`src/rtl/core/acfr_pkg.sv`:
```
// ----------------------------------------------------------------------------
// acfr_pkg
// shared widths, types and codes for the arc centre from radius core
// ----------------------------------------------------------------------------
package acfr_pkg;

    localparam int unsigned FracBits  = 16;
    localparam int unsigned CoordW    = 24;
    localparam int unsigned DispW     = CoordW + 1;
    // q = 4 r^2 - d2 fits in 50 bits for the operand ranges
    localparam int unsigned SqW       = 50;
    // root of an SqW-bit value with FracBits fraction bits
    localparam int unsigned RootW     = SqW / 2 + FracBits;
    localparam int unsigned RootSteps = RootW;
    // quotient s * 2^F / h, h >= 2^F, so the quotient has RootW bits
    localparam int unsigned QuoW      = RootW;
    localparam int unsigned QuoSteps  = RootW + FracBits;
    localparam int unsigned FifoDepth = 4;
    localparam int unsigned FifoAw    = 2;

    typedef enum logic [1:0] {
        ST_OK         = 2'd0,
        ST_ZERO_DISP  = 2'd1,
        ST_RADIUS_LOW = 2'd2
    } t_status;

    // classified request handed from the front part to the back part
    typedef struct packed {
        logic signed [DispW-1:0] x;
        logic signed [DispW-1:0] y;
        logic [SqW-1:0]          q;
        logic [SqW-1:0]          d2;
        logic                    neg;
        t_status                 status;
    } t_req;

    // one step of a restoring square root with two bits brought down
    typedef struct packed {
        logic [RootW+1:0] rem;
        logic [RootW-1:0] root;
    } t_sqrt;

    function automatic t_sqrt sqrt_step(t_sqrt cur, logic [1:0] pair);
        t_sqrt            nxt;
        logic [RootW+1:0] r2;
        logic [RootW+1:0] trial;
        r2    = {cur.rem[RootW-1:0], pair};
        trial = {cur.root, 2'b01};
        if (r2 >= trial) begin
            nxt.rem  = r2 - trial;
            nxt.root = {cur.root[RootW-2:0], 1'b1};
        end else begin
            nxt.rem  = r2;
            nxt.root = {cur.root[RootW-2:0], 1'b0};
        end
        return nxt;
    endfunction

endpackage

```
`src/rtl/core/acfr_fifo.sv`:
```
// ----------------------------------------------------------------------------
// acfr_fifo
// short queue between the front and the back part
// ----------------------------------------------------------------------------
module acfr_fifo import acfr_pkg::*; (
    input  logic i_clk,
    input  logic i_rst_n,
    input  logic i_valid,
    output logic o_ready,
    input  t_req i_data,
    output logic o_valid,
    input  logic i_ready,
    output t_req o_data
);

    t_req              r_mem [FifoDepth];
    logic [FifoAw-1:0] r_wp, r_rp;
    logic [FifoAw:0]   r_cnt;
    logic              wr, rd;

    assign o_ready = r_cnt != (FifoAw+1)'(FifoDepth);
    assign o_valid = r_cnt != '0;
    assign wr = i_valid && o_ready;
    assign rd = o_valid && i_ready;
    assign o_data = r_mem[r_rp];

    always_ff @(posedge i_clk) begin
        if (!i_rst_n) begin
            r_wp  <= '0;
            r_rp  <= '0;
            r_cnt <= '0;
        end else begin
            if (wr) r_wp <= r_wp + 1'b1;
            if (rd) r_rp <= r_rp + 1'b1;
            r_cnt <= r_cnt + (FifoAw+1)'(wr) - (FifoAw+1)'(rd);
        end
    end

    always_ff @(posedge i_clk) begin
        if (wr) r_mem[r_wp] <= i_data;
    end

endmodule

```
`config.mk`:
```
export PLATFORM = sky130hd
export DESIGN_NAME = acfr_fifo
export DESIGN_NICKNAME = d
export VERILOG_FILES = /design/src/rtl/core/acfr_pkg.sv /design/src/rtl/core/acfr_fifo.sv
export SDC_FILE = /design/constraint.sdc
export NUM_CORES = 1
export LEC_CHECK = 0
export ABC_AREA = 0
export BUFFER_PORTS_ARGS = -buffer_cell sky130_fd_sc_hd__buf_2
export CAP_MARGIN = 10
export CELL_PAD_IN_SITES_DETAIL_PLACEMENT = 1
export CELL_PAD_IN_SITES_GLOBAL_PLACEMENT = 1
export CORE_MARGIN = 3
export CORE_UTILIZATION = 54
export DETAILED_ROUTE_END_ITERATION = 16
export PLACE_DENSITY = 0.87
export SLEW_MARGIN = 20
export SYNTH_ARGS = -nofsm -noshare
export SYNTH_HDL_FRONTEND = slang
export SYNTH_SLANG_ARGS = --single-unit
export TNS_END_PERCENT = 30
```
`constraint.sdc`:
```
create_clock -name i_clk -period 11.2 [get_ports i_clk]
set_input_delay 0.56 -clock i_clk [delete_from_list [all_inputs] [get_ports i_clk]]
set_output_delay 0.56 -clock i_clk [all_outputs]
set_load 0.005 [all_outputs]
```
==> results.yml <==
yosys:
  synth_cell_type_count: 20
  synth_cells: 847
  netlist.area_leader.share_pct: 81.6
  synth_warnings: 0
  synthTopCellsByArea: "edfxtp_1, mux4_2, dfxtp_1, buf_6, buf_2"
  syn_area_per_cell_sq_um: 26.6
  synth-seq-area-share_pct: 82.4
  syn-cell-area_sq_um: 22500
  ys_seq_elements: 621
  synthesis.nets: 1011
  yosys.area.top_type: "edfxtp_1"
min_path:
  hp-start: "i_data[13]"
  hold_end: "r_mem[2][13]$_DFFE_PP_"
  hold_path_class: "primary input to register"
  hold_depth: 1
timing:
  max_clock_freq_ghz: 0.284
  min_period_ns: 3.52
  setup_tns_ns: 0
  drv_slew: 0
  clock_skew_ns: 0.0205
  slew_headroom_pct: 36.5
  finalHoldViolations: 0
  grt_setup_unrepaired: "false"
  finalSetupViolCount: 0
  finalCritPeriodShare_pct: 31.4
  fin_ws_ns: 7.68
  worst_slew_pin_slew_ns: 0.953
die:
  pin_count: 312
  die_h_um: 210
  initial_core_util_pct: 54.9
  dieArea_sq_um: 44200
  num_rows: 74
  fp.dieW_um: 210
  core-area_sq_um: 41000
placement:
  dpl.hpwl_um: 28900
  place_congestion: 0.720
  dpl_cell_area_sq_um: 24600
  dpl_worst_slack_ns: 8.00
  port_buffers: 311
clock_tree:
  cts_setup_buffers: 0
  cts_tree: "built"
  cts_repair_resize_count: 0
  clkTransAtPathRegs_ns: 0.06
  h-tree-depth: 2
  numCtsBuffers: 59
  clock-root-buffer: "clkbuf_16"
  cts_hold_buf: 0
  clockBufferDepth: 3
  clkSinkCount: 621
  clk_latency_ns: 0.61
setup_path:
  worstSetupEndpointType: "output port"
  r2r_start: "r_cnt[1]$_SDFF_PN0_"
  critPathTopFamily: "buffers and inverters"
  reg2reg_depth: 4
  timing.rr.end: "r_mem[0][111]$_DFFE_PP_"
  crit_arrival_ns: 2.96
  cpPeakStageDelay_ns: 0.82
  crit_slowest_cell: "buf_4"
  crit_fanout: 46
  startpoint_type: "register"
  cp.required_ns: 10.64
  crit_buf_inv: 2
  r2r_slack_ns: 8.14
  critPathKind: "register to output port"
  worstPathCellList: "buf_4, mux4_2, buf_2"
layout:
  final_cell_mix: "edfxtp_1, buf_2, mux4_2"
  design_area_sq_um: 26600
  seq_area_sq_um: 18600
  multi_input_area_sq_um: 3720
  area_delta_synth_final_pct: 18.3
  fin_nets: 1361
  drive_gt1_share_pct: 46.2
  fillCellCount: 3254
  layout_commonest_cell: "edfxtp_1"
power:
  ir_drop_uv: 171
  leakage_nw: 8.90
  power_w: 0.00613
  powerDensity_nw_per_um2: 230
drt:
  wl_per_cell_um: 27.0
  antenna_left: 0
  drt_pass1_iterations: 5
  vias: 10200
  route.met3.wl_um: 3410
  top_layer: "met5"
  wl_met2_um: 25200
  via_per_inst: 5.73
  drc: 0
  wl_met1_um: 18200
  finalWirelength_um: 48200
  drt-initial-drc-count: 788
outcome:
  status: "finished, final reports clean"
global_routing:
  grt_pass1_vias: 11300
  gr-total-overflow: 0
  grt_max_degree: 62
  antenna_found_initial: 11
  track_usage_pct: 22.1
  grt_pass1_wl_um: 72200
flow_run:
  maxCapViolations: 0
state kept, by name, summed over array words and instances (netlist names), named ones only:
signal,count
r_wp,2
r_mem,612
r_cnt,3
r_rp,2
stage by stage:
stage          cells  hold slack, ns  util, %
2_1_floorplan    847           0.468        -
3_3_place_gp    1668           0.483     60.0
3_5_place_dp    1668           0.516     60.0
4_1_cts         1779           0.124     64.9
5_1_grt         1784           0.145     64.9
6_report        1785           0.172     64.9
power by group:
part | total, W | switching (W) | internal [W]
combinational | 0.00118 | 0.000599 | 0.000582
sequential | 0.00292 | 0.0000981 | 0.00282
clock | 0.00203 | 0.000833 | 0.00120
Yosys cell counts:
master      n
a21boi_1    1
and2_1      7
buf_1       2
buf_2      17
buf_6       9
clkbuf_1    7
dfxtp_1     9
edfxtp_1  612
fa_1        1
ha_1        6
inv_1       5
mux2i_1     2
mux4_2    153
nand2_1     5
nor2_1      1
nor2b_1     3
o311ai_0    1
o31a_1      1
or3_1       1
xnor2_1     4
metal layers:
layer	global-route usage, %	up-vias
met4	7.44	10
met3	5.86	81
met5	0	-
met2	37.8	370
li1	-	4372
met1	28.0	5388
kinds of logic (layout without fill, tap and decap cells):
logic type                 Yosys count  after routing  synth area share (%)
DFF                                621            621                  82.4
muxes                              155            155                  15.4
buffers and inverters               40            440                  1.06
and+or+nand+nor                     17             17                 0.406
adders and majority gates            7              7                 0.422
xor gates and xnor gates             4              4                 0.156
AOI/OAI and AO/OA                    3              3                 0.111
other                                0              6                     0
cell type report:
class | count | area share (%)
repair buffers | 324 | 6.21
well taps | 532 | 2.50
clock inverters | 44 | 1.67
diodes | 6 | 0.0564
flip-flops and latches | 621 | 69.7
inverters | 5 | 0.0705
multi-input cells | 186 | 14.0
clock buffers | 67 | 5.82
worst max-delay path by stage:
| stage | start | to | slack [ns] | cells after the start |
|---|---|---|---|---|
| floorplan | i_valid | r_mem[0][0]$_DFFE_PP_ | 6.18 | 2 |
| global placement | i_valid | r_mem[0][114]$_DFFE_PP_ | 8.01 | 4 |
| detailed placement | i_valid | r_mem[0][36]$_DFFE_PP_ | 8.00 | 4 |
| CTS | register | o_data[128] | 7.56 | 3 |
| global route | register | o_data[70] | 7.40 | 3 |
| finish | register | o_data[70] | 7.68 | 3 |
No activity file was read; power rests on OpenSTA's default activity.
