===== config.mk =====
export PLATFORM = sky130hd
export DESIGN_NAME = acfr_front
export DESIGN_NICKNAME = d
export VERILOG_FILES = /design/src/rtl/core/acfr_pkg.sv /design/src/rtl/core/acfr_front.sv
export SDC_FILE = /design/constraint.sdc
export NUM_CORES = 2
export LEC_CHECK = 0
export ABC_AREA = 1
export CAP_MARGIN = 0
export CORE_ASPECT_RATIO = 0.7
export CORE_MARGIN = 3
export CORE_UTILIZATION = 30
export DETAILED_ROUTE_END_ITERATION = 8
export DONT_BUFFER_PORTS = 1
export PLACE_DENSITY_LB_ADDON = 0.3
export REMOVE_ABC_BUFFERS = 1
export SYNTH_ARGS = -nofsm -noshare
export SYNTH_HDL_FRONTEND = slang
export SYNTH_SLANG_ARGS = --single-unit

===== constraint.sdc =====
create_clock -name i_clk -period 11.6 [get_ports i_clk]
set_input_delay 0 -clock i_clk [delete_from_list [all_inputs] [get_ports i_clk]]
set_output_delay 0 -clock i_clk [all_outputs]
set_load 0.005 [all_outputs]

===== src/rtl/core/acfr_pkg.sv =====
// ----------------------------------------------------------------------------
// acfr_pkg
// shared widths, types and codes for the arc centre from radius core
// ----------------------------------------------------------------------------
package acfr_pkg;

    localparam int unsigned FracBits  = 16;
    localparam int unsigned CoordW    = 24;
    localparam int unsigned DispW     = CoordW + 1;
    // q = 4 r^2 - d2 fits in 50 bits for the operand ranges
    localparam int unsigned SqW       = 50;
    // root of an SqW-bit value with FracBits fraction bits
    localparam int unsigned RootW     = SqW / 2 + FracBits;
    localparam int unsigned RootSteps = RootW;
    // quotient s * 2^F / h, h >= 2^F, so the quotient has RootW bits
    localparam int unsigned QuoW      = RootW;
    localparam int unsigned QuoSteps  = RootW + FracBits;
    localparam int unsigned FifoDepth = 4;
    localparam int unsigned FifoAw    = 2;

    typedef enum logic [1:0] {
        ST_OK         = 2'd0,
        ST_ZERO_DISP  = 2'd1,
        ST_RADIUS_LOW = 2'd2
    } t_status;

    // classified request handed from the front part to the back part
    typedef struct packed {
        logic signed [DispW-1:0] x;
        logic signed [DispW-1:0] y;
        logic [SqW-1:0]          q;
        logic [SqW-1:0]          d2;
        logic                    neg;
        t_status                 status;
    } t_req;

    // one step of a restoring square root with two bits brought down
    typedef struct packed {
        logic [RootW+1:0] rem;
        logic [RootW-1:0] root;
    } t_sqrt;

    function automatic t_sqrt sqrt_step(t_sqrt cur, logic [1:0] pair);
        t_sqrt            nxt;
        logic [RootW+1:0] r2;
        logic [RootW+1:0] trial;
        r2    = {cur.rem[RootW-1:0], pair};
        trial = {cur.root, 2'b01};
        if (r2 >= trial) begin
            nxt.rem  = r2 - trial;
            nxt.root = {cur.root[RootW-2:0], 1'b1};
        end else begin
            nxt.rem  = r2;
            nxt.root = {cur.root[RootW-2:0], 1'b0};
        end
        return nxt;
    endfunction

endpackage


===== src/rtl/core/acfr_front.sv =====
// ----------------------------------------------------------------------------
// acfr_front
// forms displacements and exact squares, classifies the request
// ----------------------------------------------------------------------------
module acfr_front import acfr_pkg::*; (
    input  logic                     i_clk,
    input  logic                     i_rst_n,
    input  logic                     i_valid,
    output logic                     o_ready,
    input  logic signed [CoordW-1:0] i_cur_a,
    input  logic signed [CoordW-1:0] i_cur_b,
    input  logic signed [CoordW-1:0] i_tgt_a,
    input  logic signed [CoordW-1:0] i_tgt_b,
    input  logic signed [CoordW-1:0] i_radius,
    input  logic                     i_cw,
    output logic                     o_valid,
    input  logic                     i_ready,
    output t_req                     o_req
);

    // stage 1: displacements
    logic                    r_v1;
    logic signed [DispW-1:0] r_x1, r_y1;
    logic signed [CoordW-1:0] r_r1;
    logic                    r_cw1;
    // stage 2: squares
    logic                    r_v2;
    logic signed [DispW-1:0] r_x2, r_y2;
    logic [2*DispW-1:0]      r_xx, r_yy;
    logic [2*CoordW-1:0]     r_rr;
    logic                    r_neg2;
    // stage 3: classified
    logic                    r_v3;
    t_req                    r_req;

    logic en3, en2, en1;
    assign en3 = !r_v3 || i_ready;
    assign en2 = !r_v2 || en3;
    assign en1 = !r_v1 || en2;
    assign o_ready = en1;
    assign o_valid = r_v3;
    assign o_req   = r_req;

    logic [SqW+1:0] d2_w, rr4_w;
    assign d2_w  = (SqW+2)'(r_xx) + (SqW+2)'(r_yy);
    assign rr4_w = (SqW+2)'({r_rr, 2'b00});

    always_ff @(posedge i_clk) begin
        if (!i_rst_n) begin
            r_v1 <= 1'b0;
            r_v2 <= 1'b0;
            r_v3 <= 1'b0;
        end else begin
            if (en1) r_v1 <= i_valid;
            if (en2) r_v2 <= r_v1;
            if (en3) r_v3 <= r_v2;
        end
    end

    always_ff @(posedge i_clk) begin
        if (en1) begin
            r_x1  <= DispW'(i_tgt_a) - DispW'(i_cur_a);
            r_y1  <= DispW'(i_tgt_b) - DispW'(i_cur_b);
            r_r1  <= i_radius;
            r_cw1 <= i_cw;
        end
        if (en2) begin
            r_x2   <= r_x1;
            r_y2   <= r_y1;
            r_xx   <= $unsigned((2*DispW)'(r_x1) * (2*DispW)'(r_x1));
            r_yy   <= $unsigned((2*DispW)'(r_y1) * (2*DispW)'(r_y1));
            r_rr   <= $unsigned((2*CoordW)'(r_r1) * (2*CoordW)'(r_r1));
            // k starts negative; ccw flips, negative radius flips again
            r_neg2 <= r_cw1 ^ r_r1[CoordW-1];
        end
        if (en3) begin
            r_req.x   <= r_x2;
            r_req.y   <= r_y2;
            r_req.neg <= r_neg2;
            r_req.d2  <= SqW'(d2_w);
            r_req.q   <= SqW'(rr4_w - d2_w);
            if (r_x2 == '0 && r_y2 == '0)
                r_req.status <= ST_ZERO_DISP;
            else if (rr4_w < d2_w)
                r_req.status <= ST_RADIUS_LOW;
            else
                r_req.status <= ST_OK;
        end
    end

endmodule


==> qor.csv <==
stage,metric,value,unit
run_status,status,"complete, no violations",
synthesis,synth_cells,9767,
synthesis,avgSynthCellArea,8.79,um2
synthesis,yosys_most_used_dff,edfxtp_1,
critical_path,crit_path_max_fanout,16,
synthesis,async_reset_ff_frac,0,
synthesis,synth-seq-cells,424,
synthesis,synthesis.area,85800,um2
die,fp.dieH,453,um
synthesis,yosysSeqAreaShare,0.148,
die,rows,163,
sta,finalHoldViolations,0,
detailed_routing,totalWireLength,259000,um
global_routing,track_usage,0.181,
detailed_routing,viasPerCell,4.46,
clocking,post_cts.repair.setup_buffers,0,
placed_design,io_buffers,0,
placed_design,hpwl,223000,um
global_routing,grt_pass1_wl,402000,um
clocking,clk_path_buf_depth,3,
critical_path,crit_top_cell,fa_1,
critical_path,slowest_stage,fa_1,
clocking,insertion_delay,0.72,ns
global_routing,overflow,0,
critical_path,endpoint_kind,register,
sta,rsz0062_at_grt,no,
global_routing,antenna_found_initial,3,
cells_and_area,layout.cells.non_filler,13700,
synthesis,yosys_warnings,0,
sta,worst_slew_pin_slew,0.945,ns
sta,max-slew-margin-rel,0.365,
die,initial_core_util,0.303,
detailed_routing,vias,61200,
critical_path,critical-path-max-stage-delay,0.76,ns
critical_path,startpoint_type,register,
clocking,cts_tree,done,
synthesis,synth.distinct_cells,55,
clocking,htree_levels,2,
die,dieArea,293000,um2
cells_and_area,area_delta_synth_final,9.94,%
global_routing,grt_max_degree,90,
job,maxCapViolations,0,
critical_path,path_buf_inv,6,
sta,skew,0.0354,ns
sta,slew_violations,0,
die,num_io_pins,280,
placed_design,place_congestion,0.968,
detailed_routing,ant_nets,0,
critical_path,worstPathRequired,12.06,ns
global_routing,first_global_vias,63700,
clocking,root_buffer,clkbuf_16,
critical_path,worstPathArrival,8.36,ns
critical_path,crit_family,adder cells,
clocking,cts.sinks,424,
die,die_x,645,um
critical_path,crit_chain,buf_4 > nand2_1 > inv_1 > fa_1 > fa_1 > inv_1 > fa_1 > inv_1 > fa_1 > inv_1 > fa_1 > fa_1 > inv_1 > fa_1 > ha_1 > a21oi_1 > nor2_1 > a211oi_1 > o21ai_0 > a21oi_1 > nand3_1 > xor2_1,
detailed_routing,drc,0,
critical_path,crit_type,register to register,
cells_and_area,drive_above_1_share,0.0300,
clocking,numCtsBuffers,57,
worst_hold_path,hold_class,input port to register,
sta,fmax,0.127,GHz
sta,period_minus_slack,7.90,ns
sta,fin_crit_sh,0.681,
placed_design,dp_cells,13400,
synthesis,synth-edff-count,421,
sta,setup_viol,0,
die,core_area,283000,um2
detailed_routing,drt_iter0_drc,4863,
cells_and_area,nets,12400,
clocking,clk_pin_slew,0.06,ns
sta,tns,0,ns
detailed_routing,dr.pass1.iters,6,
detailed_routing,wl_per_cell,18.9,um
[layout by cell type (no fill, tap or decap), types with 7 or more instances in the layout]
cell / instances
inv_1: 2927
fa_1: 1772
nand2_1: 1708
nor2_1: 607
ha_1: 596
edfxtp_1: 421
a21oi_1: 348
nand3_1: 207
dlygate4sd3_1: 195
xor2_1: 193
o21ai_0: 179
xnor2_1: 115
buf_4: 84
o21bai_1: 67
nor3_1: 60
clkbuf_16: 58
a21o_1: 52
a31oi_1: 39
nand2_2: 29
nand4_1: 26
inv_2: 19
nor4_1: 19
or2_2: 18
o21a_1: 15
a21boi_0: 15
o21ai_1: 14
nand2_4: 12
o211ai_1: 11
bufinv_16: 10
and3_1: 9
nand3_2: 7
clkinv_1: 7
[per-layer routing]
layer  global-route usage  up-vias  wire, um  share of wire
met5                    0        -         0              0
met4               0.0290        0      4450          0.017
met3               0.0285      149     17500          0.068
met2                0.260     1703    106000           0.41
met1                0.285    30400    131000           0.51
li1                     -    28900         -              -
[Yosys cell counts, drive strengths merged (4+ instances only)]
cell type  number  area share
a211oi          6     0.00052
a21boi         17      0.0016
a21o           52      0.0045
a21oi         354       0.021
a31oi          39      0.0028
and3            9     0.00066
buf             5     0.00028
clkbuf        212      0.0093
edfxtp        421        0.15
fa           1772        0.41
ha            596       0.087
inv          2947        0.13
nand2        1749       0.078
nand3         214       0.013
nand3b          4     0.00035
nand4          26      0.0019
nor2          611       0.027
nor3           60      0.0035
nor4           25      0.0023
o211ai         11     0.00096
o21a           15      0.0013
o21ai         201       0.012
o21bai         70      0.0063
or2            19      0.0014
xnor2         117       0.012
xor2          197       0.020
[stage by stage]
stage               utilization  hold slack [ns]  setup slack, ns  area, um2
finish                    0.333           0.0807             3.70      94300
global route              0.333           0.0873             3.18      94300
CTS                       0.333           0.0115             3.75      94300
detailed placement        0.319           0.0989             3.81      90400
global placement          0.319           0.0989             3.88      90400
floorplan                     -           0.0989             3.35      85000
[tightest hold or removal path, stage by stage]
cell      delay [ns]
inv_1           0.04
ha_1            0.15
a21oi_1         0.07
nand2_1         0.08
o21bai_1        0.13
a21oi_1         0.06
xnor2_1         0.15
[flip-flops by register name (all words and copies together), names as in the netlist, 24 cells and up]
register	cells
r_yy	48
r_y2	25
r_xx	48
r_x2	25
r_rr	47
o_req	152
r_y1	25
r_r1	24
r_x1	25
[cell type report]
| type | count | area (um2) |
|---|---|---|
| Clock inverter | 37 | 508 |
| Antenna cell | 3 | 7.51 |
| Inverter | 2948 | 11100 |
| Timing Repair Buffer | 279 | 2580 |
| Fill cell | 29700 | 189000 |
| Sequential cell | 424 | 12700 |
| Tap cell | 3795 | 4750 |
| Multi-Input combinational cell | 6178 | 61300 |
| Clock buffer | 64 | 1470 |
[timing repair]
item,4_1_cts,5_1_grt
hold buffers,195,0
endpoints found under the hold margin,92,0
resized for setup,0,0
[final timing paths]
path | endpoint | cells after the start | slack, ns | start
setup / recovery | r_rr[46]$_DFFE_PP_ | 22 | 3.70 | r_r1[23]$_DFFE_PP_
hold / removal | r_x1[13]$_DFFE_PP_ | 7 | 0.08 | i_cur_a[12]
hold reg to reg | o_req[2]$_DFFE_PP_ | 0 | 0.44 | r_neg2$_DFFE_PP_
setup reg to reg | r_rr[46]$_DFFE_PP_ | 22 | 3.70 | r_r1[23]$_DFFE_PP_
[cells by family (layout without fill, tap and decap cells)]
group | Yosys count | count (layout) | share of synthesized area
other | 0 | 3 | 0
XOR/XNOR | 314 | 314 | 0.0326
AND/OR/NAND/NOR | 2721 | 2721 | 0.128
buffers and inverters | 3165 | 3328 | 0.138
adder cells (fa/ha/maj) | 2368 | 2368 | 0.500
flip-flops | 424 | 424 | 0.148
AO/OA/AOI/OAI | 775 | 775 | 0.0523
Power is left out: the tool's default activity adds up to more than one toggle a clock period on the data nets, which glitch-free logic cannot reach.
